$ cat src/hw/rtl/hdp_pkg.sv
// Types, name tables and per-byte step functions shared by the date header parser.
package hdp_pkg;

	// Result beat layout, lowest bit first.
	localparam int OUT_FIELDS_W = 51;
	localparam int OUT_W        = 56;
	localparam int CFG_ADDR_W   = 2;
	localparam int CFG_DATA_W   = 5;

	// Configuration register indexes.
	localparam logic [CFG_ADDR_W-1:0] REG_LOCAL_EN = 2'd0;
	localparam logic [CFG_ADDR_W-1:0] REG_SUMMER   = 2'd1;
	localparam logic [CFG_ADDR_W-1:0] REG_WINTER   = 2'd2;

	// Character codes used by the grammar.
	localparam logic [7:0] CH_COMMA = 8'h2C;
	localparam logic [7:0] CH_COLON = 8'h3A;
	localparam logic [7:0] CH_SPACE = 8'h20;
	localparam logic [7:0] CH_TAB   = 8'h09;
	localparam logic [7:0] CH_CR    = 8'h0D;
	localparam logic [7:0] CH_NUL   = 8'h00;
	localparam logic [7:0] CH_ZERO  = 8'h30;
	localparam logic [7:0] CH_NINE  = 8'h39;

	// Months April to October take the summer offset.
	localparam logic [3:0] MONTH_APR = 4'd4;
	localparam logic [3:0] MONTH_OCT = 4'd10;

	// Parser phase, one-hot.
	typedef enum logic [10:0] {
		PH_WDAY   = 11'b000_0000_0001,
		PH_COMMA  = 11'b000_0000_0010,
		PH_DAY    = 11'b000_0000_0100,
		PH_MONTH  = 11'b000_0000_1000,
		PH_YEAR   = 11'b000_0001_0000,
		PH_HOUR   = 11'b000_0010_0000,
		PH_COLON1 = 11'b000_0100_0000,
		PH_MINUTE = 11'b000_1000_0000,
		PH_COLON2 = 11'b001_0000_0000,
		PH_SECOND = 11'b010_0000_0000,
		PH_DONE   = 11'b100_0000_0000
	} phase_t;

	// Complete parser state.
	typedef struct packed {
		phase_t      phase;
		logic [2:0]  cnt;
		logic [23:0] wchars;
		logic [23:0] mchars;
		logic [13:0] acc;
		logic [6:0]  day;
		logic [13:0] year;
		logic [6:0]  hour;
		logic [6:0]  minute;
		logic [6:0]  sec_v;
		logic        mis;
	} st_t;

	// Outcome of offering one byte to the current phase.
	typedef struct packed {
		st_t  st;
		logic pass;
	} step_t;

	// Outcome of a name lookup.
	typedef struct packed {
		logic       found;
		logic [3:0] idx;
	} name_t;

	localparam st_t ST_RESET = '{
		phase: PH_WDAY, cnt: 3'd0, wchars: 24'd0, mchars: 24'd0, acc: 14'd0,
		day: 7'd0, year: 14'd0, hour: 7'd0, minute: 7'd0, sec_v: 7'd0, mis: 1'b0
	};

	localparam logic [23:0] MONTH_NAMES [12] = '{
		24'h4A616E, 24'h466562, 24'h4D6172, 24'h417072, 24'h4D6179, 24'h4A756E,
		24'h4A756C, 24'h417567, 24'h536570, 24'h4F6374, 24'h4E6F76, 24'h446563
	};

	localparam logic [23:0] DAY_NAMES [7] = '{
		24'h4D6F6E, 24'h547565, 24'h576564, 24'h546875, 24'h467269, 24'h536174,
		24'h53756E
	};

	function automatic logic is_space(logic [7:0] c);
		return (c == CH_SPACE) || (c >= CH_TAB && c <= CH_CR);
	endfunction

	function automatic phase_t next_ph(phase_t p);
		phase_t n;
		unique case (p)
			PH_WDAY:   n = PH_COMMA;
			PH_COMMA:  n = PH_DAY;
			PH_DAY:    n = PH_MONTH;
			PH_MONTH:  n = PH_YEAR;
			PH_YEAR:   n = PH_HOUR;
			PH_HOUR:   n = PH_COLON1;
			PH_COLON1: n = PH_MINUTE;
			PH_MINUTE: n = PH_COLON2;
			PH_COLON2: n = PH_SECOND;
			default:   n = PH_DONE;
		endcase
		return n;
	endfunction

	// Store the accumulated number in the field of the current phase and move on.
	function automatic st_t finish_num(st_t s);
		st_t r;
		r = s;
		unique case (s.phase)
			PH_DAY:    r.day    = s.acc[6:0];
			PH_YEAR:   r.year   = s.acc;
			PH_HOUR:   r.hour   = s.acc[6:0];
			PH_MINUTE: r.minute = s.acc[6:0];
			default:   r.sec_v  = s.acc[6:0];
		endcase
		r.phase = next_ph(s.phase);
		r.cnt   = 3'd0;
		r.acc   = 14'd0;
		return r;
	endfunction

	// Offer one byte to the current phase; pass is set when the next phase must see it too.
	function automatic step_t take_step(st_t s, logic [7:0] c);
		step_t      r;
		logic [2:0] cnt_n;
		logic [2:0] maxd;
		logic       digit;
		r.st   = s;
		r.pass = 1'b0;
		cnt_n  = 3'(s.cnt + 3'd1);
		maxd   = (s.phase == PH_YEAR) ? 3'd4 : 3'd2;
		digit  = (c >= CH_ZERO) && (c <= CH_NINE);
		unique case (s.phase)
			PH_WDAY, PH_MONTH: begin
				if (is_space(c) || c == CH_NUL) begin
					if (s.cnt == 3'd0) begin
						if (c == CH_NUL)
							r.st.mis = 1'b1;
					end else begin
						r.st.phase = next_ph(s.phase);
						r.st.cnt   = 3'd0;
						r.pass     = 1'b1;
					end
				end else begin
					if (s.phase == PH_WDAY)
						r.st.wchars = {s.wchars[15:0], c};
					else
						r.st.mchars = {s.mchars[15:0], c};
					r.st.cnt = cnt_n;
					if (cnt_n >= 3'd3) begin
						r.st.phase = next_ph(s.phase);
						r.st.cnt   = 3'd0;
					end
				end
			end
			PH_COMMA, PH_COLON1, PH_COLON2: begin
				if (c == ((s.phase == PH_COMMA) ? CH_COMMA : CH_COLON))
					r.st.phase = next_ph(s.phase);
				else
					r.st.mis = 1'b1;
			end
			PH_DAY, PH_YEAR, PH_HOUR, PH_MINUTE, PH_SECOND: begin
				if (digit) begin
					r.st.acc = (s.acc << 3) + (s.acc << 1) + {10'd0, c[3:0]};
					r.st.cnt = cnt_n;
					if (cnt_n >= maxd)
						r.st = finish_num(r.st);
				end else if (s.cnt == 3'd0) begin
					if (!is_space(c))
						r.st.mis = 1'b1;
				end else begin
					r.st   = finish_num(s);
					r.pass = 1'b1;
				end
			end
			PH_DONE: begin
				r.st = s;
			end
			default: begin
				r.st.mis = 1'b1;
			end
		endcase
		return r;
	endfunction

	// Month lookup: index 1 to 12.
	function automatic name_t month_lookup(logic [23:0] m);
		name_t r;
		r = '{found: 1'b0, idx: 4'd0};
		for (int i = 0; i < 12; i++) begin
			if (MONTH_NAMES[i] == m) begin
				r.found = 1'b1;
				r.idx   = 4'(i + 1);
			end
		end
		return r;
	endfunction

	// Weekday lookup: index 0 (Monday) to 6 (Sunday).
	function automatic name_t wday_lookup(logic [23:0] w);
		name_t r;
		r = '{found: 1'b0, idx: 4'd0};
		for (int i = 0; i < 7; i++) begin
			if (DAY_NAMES[i] == w) begin
				r.found = 1'b1;
				r.idx   = 4'(i);
			end
		end
		return r;
	endfunction

endpackage

$ cat src/hw/rtl/http_date_header_parser_core.sv
// Top level of the HTTP date header parser: byte stream in, one decoded date beat per header.
// Result path: a tlast beat goes through the input register, then loads the result register
// once the result slot is free.
// Throughput: one character beat per cycle while no result is waiting. A waiting result holds
// a tlast beat in the input register, which then stalls the input until the result is taken.
// Reset: parser state returns to the weekday token, valid and config registers to reset values.
module http_date_header_parser_core (
	input  logic                           clk,
	input  logic                           arst_n,
	// Slave side: tdata = char_byte[7:0]; tlast = last_char.
	input  logic                           s_tvalid,
	output logic                           s_tready,
	input  logic [7:0]                     s_tdata,
	input  logic                           s_tlast,
	// Master side: tdata = parse_ok, weekday[3], day_of_month[7], month_number[4],
	// year_value[14], hour_value[8], minute_value[7], second_value[7], zero pad.
	output logic                           m_tvalid,
	input  logic                           m_tready,
	output logic [hdp_pkg::OUT_W-1:0]      m_tdata,
	// Configuration write port.
	input  logic                           cfg_we,
	input  logic [hdp_pkg::CFG_ADDR_W-1:0] cfg_addr,
	input  logic [hdp_pkg::CFG_DATA_W-1:0] cfg_wdata
);
	import hdp_pkg::*;

	logic                    valid_s1;
	logic [7:0]              byte_s1;
	logic                    last_s1;
	st_t                     st_q;
	logic                    out_valid_q;
	logic [OUT_FIELDS_W-1:0] out_data_q;
	logic                    local_en_q;
	logic [4:0]              summer_q;
	logic [4:0]              winter_q;

	logic                    out_free;
	logic                    adv;
	step_t                   step1;
	step_t                   step2;
	st_t                     st_step;
	st_t                     st_fin;
	name_t                   mon;
	name_t                   wd;
	logic                    ok;
	logic [7:0]              hour_out;
	logic [4:0]              offset;
	logic [OUT_FIELDS_W-1:0] result;

	// Configuration registers.
	always_ff @(posedge clk or negedge arst_n) begin
		if (!arst_n) begin
			local_en_q <= 1'b0;
			summer_q   <= 5'd2;
			winter_q   <= 5'd1;
		end else if (cfg_we) begin
			unique case (cfg_addr)
				REG_LOCAL_EN: local_en_q <= cfg_wdata[0];
				REG_SUMMER:   summer_q   <= cfg_wdata;
				REG_WINTER:   winter_q   <= cfg_wdata;
				default:      ;
			endcase
		end
	end

	// Handshake: a character beat always moves on, a tlast beat waits for a free result slot.
	assign out_free = !out_valid_q || m_tready;
	assign adv      = valid_s1 && (!last_s1 || out_free);
	assign s_tready = !valid_s1 || adv;

	// Input register stage.
	always_ff @(posedge clk or negedge arst_n) begin
		if (!arst_n) begin
			valid_s1 <= 1'b0;
		end else if (s_tready) begin
			valid_s1 <= s_tvalid;
		end
	end

	always_ff @(posedge clk) begin
		if (s_tready && s_tvalid) begin
			byte_s1 <= s_tdata;
			last_s1 <= s_tlast;
		end
	end

	// One byte may be seen by two phases in turn when it ends a token or number.
	always_comb begin
		step1   = take_step(st_q, byte_s1);
		step2   = take_step(step1.st, byte_s1);
		st_step = st_q;
		if (!st_q.mis) begin
			st_step = step1.st;
			if (step1.pass && !step1.st.mis)
				st_step = step2.st;
		end
	end

	// End of header: close a pending second, then look up names and build the result.
	always_comb begin
		st_fin = st_step;
		if (!st_step.mis && st_step.phase == PH_SECOND && st_step.cnt != 3'd0)
			st_fin = finish_num(st_step);
		mon    = month_lookup(st_fin.mchars);
		wd     = wday_lookup(st_fin.wchars);
		ok     = !st_fin.mis && st_fin.phase == PH_DONE && mon.found && wd.found;
		offset = (mon.idx >= MONTH_APR && mon.idx <= MONTH_OCT) ? summer_q : winter_q;
		hour_out = {1'b0, st_fin.hour};
		if (local_en_q)
			hour_out = {1'b0, st_fin.hour} + {3'd0, offset};
		if (ok)
			result = {st_fin.sec_v, st_fin.minute, hour_out, st_fin.year,
				mon.idx, st_fin.day, wd.idx[2:0], 1'b1};
		else
			result = '0;
	end

	// Parser state: restarts after every header.
	always_ff @(posedge clk or negedge arst_n) begin
		if (!arst_n) begin
			st_q <= ST_RESET;
		end else if (adv) begin
			if (last_s1)
				st_q <= ST_RESET;
			else
				st_q <= st_step;
		end
	end

	// Result register.
	always_ff @(posedge clk or negedge arst_n) begin
		if (!arst_n) begin
			out_valid_q <= 1'b0;
		end else if (adv && last_s1) begin
			out_valid_q <= 1'b1;
		end else if (m_tready) begin
			out_valid_q <= 1'b0;
		end
	end

	always_ff @(posedge clk) begin
		if (adv && last_s1)
			out_data_q <= result;
	end

	assign m_tvalid = out_valid_q;
	assign m_tdata  = {{(OUT_W - OUT_FIELDS_W){1'b0}}, out_data_q};

	// A good parse always carries a known month and weekday.
	a_ok_names: assert property (@(posedge clk) disable iff (!arst_n)
		m_tvalid && m_tdata[0] |->
			m_tdata[14:11] >= 4'd1 && m_tdata[14:11] <= 4'd12 && m_tdata[3:1] <= 3'd6)
		else $error("good parse with an unknown month or weekday");

	// A failed parse reports all fields as zero.
	a_fail_zero: assert property (@(posedge clk) disable iff (!arst_n)
		m_tvalid && !m_tdata[0] |-> m_tdata[OUT_FIELDS_W-1:1] == '0)
		else $error("failed parse carries non-zero fields");

	// The parser restarts after the header end.
	a_restart: assert property (@(posedge clk) disable iff (!arst_n)
		adv && last_s1 |=> st_q.phase == PH_WDAY && !st_q.mis && st_q.cnt == 3'd0)
		else $error("parser did not restart after the header end");

	// A header end held back by a waiting result stays in the input register.
	a_hold_last: assert property (@(posedge clk) disable iff (!arst_n)
		valid_s1 && last_s1 && !out_free |=> valid_s1 && last_s1 && $stable(byte_s1))
		else $error("stalled header end was lost");

	// A result is produced only from a header end.
	a_result_src: assert property (@(posedge clk) disable iff (!arst_n)
		$rose(out_valid_q) |-> $past(adv && last_s1))
		else $error("result beat without a header end");

endmodule
$ cat config.mk
export PLATFORM = sky130hd
export DESIGN_NAME = http_date_header_parser_core
export DESIGN_NICKNAME = d
export VERILOG_FILES = /design/src/hw/rtl/hdp_pkg.sv /design/src/hw/rtl/http_date_header_parser_core.sv
export SDC_FILE = /design/constraint.sdc
export NUM_CORES = 1
export LEC_CHECK = 0
export ABC_AREA = 1
export BUFFER_PORTS_ARGS = -buffer_cell sky130_fd_sc_hd__buf_2
export CAP_MARGIN = 20
export CORE_MARGIN = 2
export CORE_UTILIZATION = 25
export DETAILED_ROUTE_END_ITERATION = 10
export SLEW_MARGIN = 20
export SYNTH_ARGS = -nofsm -noshare
export SYNTH_HDL_FRONTEND = slang
export SYNTH_SLANG_ARGS = --single-unit
$ cat constraint.sdc
create_clock -name clk -period 6.3 [get_ports clk]
set_input_delay 0.63 -clock clk [delete_from_list [all_inputs] [get_ports clk]]
set_output_delay 0.63 -clock clk [all_outputs]
set_load 0.05 [all_outputs]
# After elaboration in Yosys (flattened, before gate mapping)
# Cells that the tools add are included.
# op_classes
addsub	7
magnitude_cmp	10
n_eq_ne	57
mux	104
bitwise_logic	1
n_reduce_logical	43
# ops
operator	count
$mux W119	8
$eq A23 B24 Y1 const A	19
$pmux W11 S9	3
$mux W118	2
$pmux W51 S2	2
$mux W14	11
$mux W7	21
$mux W56	2
$mux W5	22
$mux W24	4
$mux W48	2
$pmux W11 S3	2
$eq A11 B1 Y1 const B	3
$eq A11 B10 Y1 const B	3
$eq A11 B11 Y1 const B	3
$eq A11 B2 Y1 const B	3
$eq A11 B3 Y1 const B	3
$eq A11 B4 Y1 const B	3
$eq A11 B5 Y1 const B	3
$eq A11 B6 Y1 const B	3
$eq A11 B7 Y1 const B	3
$eq A11 B8 Y1 const B	3
$eq A11 B9 Y1 const B	3
$add A14 B14 Y14	2
other kinds (35)	89
# word_totals
register_bits	192
input_bits	21
out_inout_bits	58
word_cells	244

# Longest topological paths before layout
# Gate-level depths: netlist of the first run.
# logic_depth
depth_word	37
mapped_depth	50

# Worst setup path before layout of the first run
# Ideal clock, no wire load.
# synth_timing
path_type	register to register
start	register st_q[116] in the netlist's numbering
end	register out_data_q[35], data pin
t_arrival_ns	5.271
path_slack_ns	0.773
path_stages_with_launch	45
synth_period_minus_slack_ns	5.527
path_cell_list	dfrtp_1 > nor2_4 > nand2_4 > nor2_8 > nand2_4 > ha_1 > nand2_1 > nand2_1 > nand2_1 > nand3_2 > nand2_4 > nand2_4 > nand3_4 > nand2_1 > nand2_1 > nand2_2 > nor2_2 > nand2_2 > (+9 left out) > nand3_1 > nor2_1 > o21ai_1 > nand2_2 > or2_1 > buf_2 > a21oi_1 > ha_1 > inv_1 > fa_1 > nor2_1 > o21ai_0 > nand2_1 > a21oi_1 > nor2_1 > nand2_1 > xor2_1 > nor2_1
# synth_between
elab_chain_cells	31
# synth_lines
item	line_no	source
from (decl)	http_date_header_parser_core.sv:30	st_t st_q;
from (signal assigned)	http_date_header_parser_core.sv:126	st_q <= st_step;
$eq A11 B5 Y1	hdp_pkg.sv:92, hdp_pkg.sv:133, hdp_pkg.sv:135	
$mux W3	hdp_pkg.sv:133	maxd = (s.phase == PH_YEAR) ? 3'd4 : 3'd2;
$ge A3 B3 Y1	hdp_pkg.sv:168	if (cnt_n >= maxd)
$mux W119	hdp_pkg.sv:168	
$mux W119	hdp_pkg.sv:165	if (digit) begin
$pmux W11 S3	hdp_pkg.sv:135	unique case (s.phase)
$eq A11 B1 Y1	hdp_pkg.sv:92, hdp_pkg.sv:135, hdp_pkg.sv:147	
$mux W24	hdp_pkg.sv:147	if (s.phase == PH_WDAY)
(+4 left out)	-	
$mux W119 (*)	http_date_header_parser_core.sv:102	if (!st_step.mis && st_step.phase == PH_SECOND && st_step.cnt != 3'd0)
$eq A23 B24 Y1	hdp_pkg.sv:193	if (MONTH_NAMES[i] == m) begin
$mux W5 (12 in a row)	hdp_pkg.sv:193	
$ge A4 B3 Y1 / $le A4 B4 Y1 (equally long branches)	http_date_header_parser_core.sv:107	offset = (mon.idx >= MONTH_APR && mon.idx <= MONTH_OCT) ? summer_q : winter_q;
$logic_and A1 B1 Y1	http_date_header_parser_core.sv:107	
$mux W5	http_date_header_parser_core.sv:107	
$add A7 B5 Y8	http_date_header_parser_core.sv:110	hour_out = {1'b0, st_fin.hour} + {3'd0, offset};
$mux W7	http_date_header_parser_core.sv:109	if (local_en_q)
to (signal assigned)	http_date_header_parser_core.sv:143	out_data_q <= result;
to (decl)	http_date_header_parser_core.sv:32	logic [OUT_FIELDS_W-1:0] out_data_q;
# Every way passes the cells marked *; elsewhere a longest branch is shown, timed or not.
# A chain may end at the register's enable or synchronous reset.

# Final worst setup path of the first run
# layout_timing
start	register st_q[105] in the netlist's numbering
end	register out_data_q[35], data pin
# layout_between
elab_chain_cells	30
# layout_lines
item	line_no	source
$add A3 B1 Y3	hdp_pkg.sv:132	cnt_n = 3'(s.cnt + 3'd1);
$ge A3 B3 Y1 / $ge A3 B2 Y1 (equally long branches)	hdp_pkg.sv:168, hdp_pkg.sv:152	
$mux W119 / $mux W14 (equally long branches)	hdp_pkg.sv:168, hdp_pkg.sv:152	
$mux W119 / $mux W14 (equally long branches)	hdp_pkg.sv:165, hdp_pkg.sv:137	
$pmux W11 S3	hdp_pkg.sv:135	
$eq A11 B1 Y1	hdp_pkg.sv:92, hdp_pkg.sv:135, hdp_pkg.sv:147	
$mux W24	hdp_pkg.sv:147	
$mux W48	hdp_pkg.sv:137	if (is_space(c) || c == CH_NUL) begin
(+3 left out)	-	
$mux W119 (*)	http_date_header_parser_core.sv:102	
$eq A23 B24 Y1	hdp_pkg.sv:193	
$mux W5 (12 in a row)	hdp_pkg.sv:193	
$ge A4 B3 Y1 / $le A4 B4 Y1 (equally long branches)	http_date_header_parser_core.sv:107	
$logic_and A1 B1 Y1	http_date_header_parser_core.sv:107	
$mux W5	http_date_header_parser_core.sv:107	
$add A7 B5 Y8	http_date_header_parser_core.sv:110	
$mux W7	http_date_header_parser_core.sv:109	
# Marked as above.

==> results.md, run 1 <==
- Status: finished clean
- GRT Overall Usage: 16.5%
- Ranking of synthesized cells by area: dfrtp_1 (21%), nand2_1 (13%), edfxtp_1 (12%), o21ai_0 (8.6%), nand3_1 (5.5%)
- Sink Count: 192
- H-tree depth: 4
- Die Y: 253 um
- VDD IR max: 291 uV
- Vias per cell: 5.09
- Lkg Pwr: 8.06 nW
- Placement Cell Area: 17000 um^2
- Hold Crit Class: in -> async
- Post-layout util: 29.3%
- Worst-Margin Slew: 1.08 ns
- Max Slew Vio Count: 0
- Power density over cell area: 530 nW/um^2
- Design area: 18000 um^2
- Area fraction in compound gates after synthesis: 20.6%
- FFs w/ async S/R, synth: 68.8%
- Clk Latency, worst-skew pair: 0.50 ns
- Type of origin of the critical path: flip-flop
- Slowest-stage cell, CP: dfrtp_2
- Detailed router's first-iteration violation count: 1518
- First-pass iteration count of the detailed router: 6
- Fill count: 6767
- #FFs+latches synth: 192
- Vias: 15900
- HPWL after detailed placement: 37100 um
- Die Area: 64100 um^2
- Final cycle utilization of the critical path: 93.9%
- Buffers added on ports: 73
- Core area: 61500 um^2
- Rel. slew slack: 28.3%
- Total wire length: 53100 um
- Root Buffer: clkbuf_16
- Top-count cell post-synth: nand2_1
- Top FF cell, synth: dfrtp_1
- Post-Syn Area: 15500 um^2
- Die Span X: 253 um
- R2R Setup Slk: 0.38 ns
- Cell variety after synth: 60
- Max-cap violations: 0
- Grt total ovfl: 0
- Sequential area share after synthesis: 32.9%
- Initial antenna violation count: 0
- Crit path kind: reg -> reg
- Cell row count: 91
- Vias in the first global route: 14500
- Fin crit period: 5.92 ns
- CP most frequent cell: nand2_2
- Post-Synth Simple-Gate Area: 30.3%
- Max Clock Freq: 0.169 GHz
- Largest net degree at the start of global routing: 103
- Mux contribution to synthesized area: 0.194%
- Clock Tree Buf Depth: 2
- Setup TNS: 0 ns
- RD Place Congestion: 0.966
- Cts hold-fix bufs: 0
- NumNets Final: 2403
- Share of the synthesized area in the top cell type: 20.8%
- Adder-cell area share of the yosys netlist: 5.19%
- Top post-synthesis cells by count: nand2_1 (528), o21ai_0 (267), inv_1 (219), nand3_1 (171), nor2_1 (164)
- CTS tree: yes
- Residual DRC: 0
- Critical path peak fanout: 8
- Worst-path clk slew: 0.08 ns
- Diode count: 0
- Drt wl/cell: 17.0 um
- Synth-to-layout area growth: 16.3%
- CP Data Required Time: 6.53 ns
- Endpoints failing setup: 0
- CP Capture Type: flip-flop
- First-pass GRT wire length: 83400 um
- Largest family of logic cells by synthesized area: simple AND/OR/NAND/NOR gates
- Count of flip-flops with a built-in enable after synthesis: 60
- Post-Syn Area per Cell: 6.97 um^2
- Post-synthesis xor/xnor area fraction: 1.07%
- Io pins: 79
- Crit-path max cell delay: 0.43 ns
- Post-Synthesis Cells: 2225
- Area leader, netlist: dfrtp_1
- Initial Utilization: 25.2%
- Yosys Warn Count: 0
- Layout cells sized above 1: 17.0%
- Worst hold margin: 0.208 ns
- Hold Violations, Final: 0
- Detail Route Antenna Nets: 0
- Num CTS Buffers: 17
- Skew final: 0.0123 ns
- Crit path DAT: 6.15 ns
-- area by class of cell --
| cell class | instances | area (um^2) | area share [%] |
|---|---|---|---|
| clock buffer | 19 | 443 | 2.46 |
| tap | 790 | 988 | 5.48 |
| clock inverter | 13 | 143 | 0.791 |
| inverter | 265 | 1000 | 5.56 |
| sequential | 192 | 5110 | 28.3 |
| multi-input combinational | 1670 | 9170 | 50.8 |
| timing repair buffer | 174 | 1180 | 6.56 |
-- kinds of logic after synthesis --
family / count (synthesis)
adder cells (fa/ha/maj): 62
buffers and inverters: 373
multiplexers: 3
AND/OR/NAND/NOR: 1018
flip-flops: 192
AO/OA/AOI/OAI: 557
other: 1
XOR/XNOR: 19
-- path summary, 6_finish.rpt --
path	startpoint	end	cells after the start
max	st_q[105]	out_data_q[35]	42
min	arst_n	winter_q[2]	1
max reg2reg	st_q[105]	out_data_q[35]	42
min reg2reg	winter_q[2]	winter_q[2]	2
max in group asynchronous	arst_n	st_q[0]	2
min in group clk	s_tlast	last_s1	1
-- state kept, by name, summed over array words and instances, names as in the netlist --
register,count
st_q,119
out_data_q,51
byte_s1,8
summer_q,5
winter_q,5
last_s1,1
local_en_q,1
m_tvalid,1
valid_s1,1
-- layer usage --
layer  track usage, %  wire [um]  vias up  part of all wire, %
met5                0          0        -                    0
met3             3.14       3800       85                  7.1
met2             25.2      23600      613                   44
li1                 -          -     7764                    -
met1             23.5      24500     7432                   46
met4             4.95       1200        0                  2.3
-- worst max-delay path: cells and delay by family (launching register included) --
kind / cells / cell delay, ns
AND/OR/NAND/NOR: 27 / 3.10
flip-flops: 1 / 0.43
XOR/XNOR: 1 / 0.18
AO/OA/AOI/OAI: 4 / 0.37
adder cells (fa/ha/maj): 4 / 1.06
buffers and inverters: 6 / 0.49
-- per-stage QoR --
step                setup slack (ns)  instances  power (mW)
floorplan                      0.773       2229        6.18
global placement             -0.0509       3055        7.96
detailed placement           -0.0771       3055        7.95
CTS                           0.0444       3090        9.18
global route                 -0.0873       3123        10.4
finish                         0.384       3123        9.56
-- cells in the final DEF (no fill, tap or decap), drive strengths merged, types with 2 or more instances in the layout --
master,count
clkbuf,19
o21ai,276
a221oi,3
nand3b,4
nor4,7
buf,174
nor3,22
xnor2,8
a31oi,2
o211ai,56
a21oi,100
o22ai,84
fa,4
dfrtp,129
ha,58
o32ai,6
o2111ai,4
or2,3
a22oi,5
edfxtp,60
inv,266
nand3,181
nand4,33
and3,2
nand2,564
mux2i,3
nor2,207
xor2,11
dfstp,3
conb,5
clkinv,10
o21a,5
o221ai,11
-- timing repair --
action | in CTS | in global routing
cloned | 3 | 3
buffers inserted | 0 | 30
gates resized for setup | 3 | 52
pin swaps | 3 | 43
endpoints found under the setup margin | 2 | 48
endpoints found under the hold margin | 0 | 0
-- where the power goes --
group | internal (mW) | leakage (nW) | switching [mW]
Sequential | 1.60 | 2.32 | 0.278
Clock | 0.572 | 0.288 | 0.570
Combinational | 2.06 | 5.45 | 4.47
Total | 4.24 | 8.06 | 5.32
(Power assumes the default switching activity.)
==> run 2: changes to the inputs <==
--- a/config.mk
+++ b/config.mk
@@ -5,7 +5,6 @@
 export SDC_FILE = /design/constraint.sdc
 export NUM_CORES = 1
 export LEC_CHECK = 0
-export ABC_AREA = 1
 export BUFFER_PORTS_ARGS = -buffer_cell sky130_fd_sc_hd__buf_2
 export CAP_MARGIN = 20
 export CORE_MARGIN = 2
==> run 2 against run 1 <==
Effect of this change: synthesized area down 9.6%; non-clock buffer count up 58; worst setup slack worse by 0.12 ns; first-iteration DRC count down 25%; critical path type unchanged; critical endpoint unchanged.
==> results.md, run 2 <==
- Top post-synthesis cells by count: nor2_1 (140), dfrtp_1 (129), nand2_1 (107), a22o_1 (102), a21oi_1 (87)
- #FFs+latches synth: 192
- Lkg Pwr: 7.13 nW
- RSZ-0062 raised after global routing: true
- Final WS setup: 0.262 ns
- Status: finished clean
- Endpoints failing setup: 0
- Skew final: 0.0218 ns
- Number of flip-flops in the largest register: 119
- Max Clock Freq: 0.166 GHz
- Top-count cell post-synth: nor2_1
- Synth-to-layout area growth: 20.4%
- Post-Syn Area per Cell: 9.08 um^2
- Grt total ovfl: 0
- Core area: 55300 um^2
- Reg2reg start: st_q[114]
- Worst hold margin: 0.190 ns
- Hold Violations, Final: 0
- Area leader, netlist: dfrtp_1
- Largest net degree at the start of global routing: 78
- Clock Tree Buf Depth: 2
- Detailed router's first-iteration violation count: 1135
- Post-Synthesis Cells: 1543
- Cts hold-fix bufs: 0
- Initial Utilization: 25.3%
- Fin crit period: 6.04 ns
- Slowest-stage cell, CP: or4_4
- Max Slew Vio Count: 0
- Initial antenna violation count: 0
- HPWL after detailed placement: 37800 um
- R2R depth: 28
- Largest register by flop count: st_q
- RD Place Congestion: 0.983
- Cell variety after synth: 101
- Residual DRC: 0
- Cell row count: 86
- Crit path launch: st_q[114]
- Total Power: 4.84 mW
- Die Y: 241 um
- Ranking of synthesized cells by area: dfrtp_1 (23%), edfxtp_1 (13%), a22o_1 (6.4%), ha_1 (5.2%), nor2_1 (3.7%)
- Die Area: 58000 um^2
- CTS tree: yes
- Buffers added on ports: 73
- Diode count: 0
- Layout cells sized above 1: 21.3%
- Type of origin of the critical path: flip-flop
- CP Data Required Time: 6.51 ns
- Vias in the first global route: 13200
- FFs w/ async S/R, synth: 68.8%
- Io pins: 79
- Hold Crit Class: in -> async
- Num CTS Buffers: 17
- CP most frequent cell: nor2b_1
- Drt wl/cell: 20.7 um
- Max-cap violations: 0
- Top Registers: st_q (119), out_data_q (51), byte_s1 (8)
- R2r endpoint: out_data_q[35]
- H-tree depth: 4
- Clk Latency, worst-skew pair: 0.47 ns
- Setup TNS: 0 ns
- Crit path DAT: 6.25 ns
- Total wire length: 50900 um
- Fill count: 5819
- Sink Count: 192
- Final cycle utilization of the critical path: 95.8%
- Share of the synthesized area in the top cell type: 23.0%
- Vias: 13500
- Yosys Warn Count: 0
- Root Buffer: clkbuf_16
- GRT Overall Usage: 17.5%
- Die Span X: 241 um
- Post-layout util: 30.5%
- NumNets Final: 1778
- Worst-Margin Slew: 1.04 ns
- Critical path peak fanout: 10
- Design area: 16900 um^2
- Vias per cell: 5.51
- R2R Setup Slk: 0.26 ns
- Most frequent cells in the layout: buf_4 (158), nor2_1 (137), dfrtp_1 (128)
- CP Capture Type: flip-flop
- Crit path kind: reg -> reg
- Top FF cell, synth: dfrtp_1
- Count of flip-flops with a built-in enable after synthesis: 60
- VDD IR max: 221 uV
- Detail Route Antenna Nets: 0
- Worst-path clk slew: 0.08 ns
- Placement Cell Area: 16100 um^2
- Placed cell count: 2416
- Power density over cell area: 287 nW/um^2
- Post-Syn Area: 14000 um^2
- DP Worst Slack: -0.0978 ns
- Layout Cells excl Fill: 2455
- First-pass iteration count of the detailed router: 5
- First-pass GRT wire length: 78700 um
- Sequential area share after synthesis: 36.4%
- Commonest non-fill, non-tap cell in the layout: buf_4
- Crit-path max cell delay: 0.53 ns
- Rel. slew slack: 30.3%
## run 2: cell types whose count changed in the layout (fill, tap and decap cells not counted), moves of 36 or more
cell	before	now
buf_4	96	158
nand2_1	514	104
nand3_1	169	35
inv_1	212	35
nand2_2	40	4
inv_2	43	4
o21ai_0	267	66
o211ai_1	56	17
a22o_1	0	102
o22ai_1	84	26
## run 2: power breakdown
group	switching (mW)	internal, mW	total (mW)
registers	0.114	1.37	1.48
logic	1.31	0.878	2.19
clock network	0.559	0.606	1.17
total	1.99	2.85	4.84
## run 2: routing by layer
metal / global-route usage (%) / wire, um
met1: 23.7 / 22700
met2: 27.8 / 23400
met3: 2.42 / 2820
met4: 7.63 / 1950
met5: 0 / 0
## run 2: how the worst max path moves through the flow
| stage | endpoint | slack, ns | cells after the start |
|---|---|---|---|
| 2_1_floorplan | out_data_q[35] | 0.02 | 34 |
| 3_3_place_gp | out_data_q[34] | 0.001 | 32 |
| 3_5_place_dp | out_data_q[36] | -0.1 | 32 |
| 4_1_cts | out_data_q[35] | 0.007 | 33 |
| 5_1_grt | out_data_q[35] | -0.04 | 33 |
| 6_report | out_data_q[35] | 0.26 | 28 |
## run 2: cells by family after synthesis
family	Yosys count	synth area share (%)
buffers and inverters	144	4.37
adder cells (fa/ha/maj)	63	5.89
multiplexers	60	4.52
other	1	0.0268
AND/OR/NAND/NOR	567	21.5
AO/OA/AOI/OAI	483	25.1
XOR/XNOR	33	2.16
flip-flops	192	36.4
## run 2: worst max-delay path, delay by kind of cell, from the launching register on
kind	cells	cell delay (ns)
AO/OA/AOI/OAI	10	1.60
buffers and inverters	2	0.24
flip-flops	1	0.41
AND/OR/NAND/NOR	10	1.97
adder cells (fa/ha/maj)	4	1.03
multiplexers	1	0.30
XOR/XNOR	1	0.22
## run 2: final cells by class
class	instances	area, um^2	area share [%]
Clock inverter	15	196	1.16
Multi-Input combinational cell	1211	8480	50.2
Inverter	40	150	0.890
Timing Repair Buffer	232	1580	9.35
Clock buffer	17	425	2.52
Tap cell	748	936	5.55
Sequential cell	192	5110	30.3
## run 2: what timing repair did
action / CTS / global route
gates resized for setup: 2 / 33
endpoints found under the hold margin: 0 / 0
buffers inserted: 1 / 6
endpoints found under the setup margin: 3 / 9
pin swaps: 1 / 14
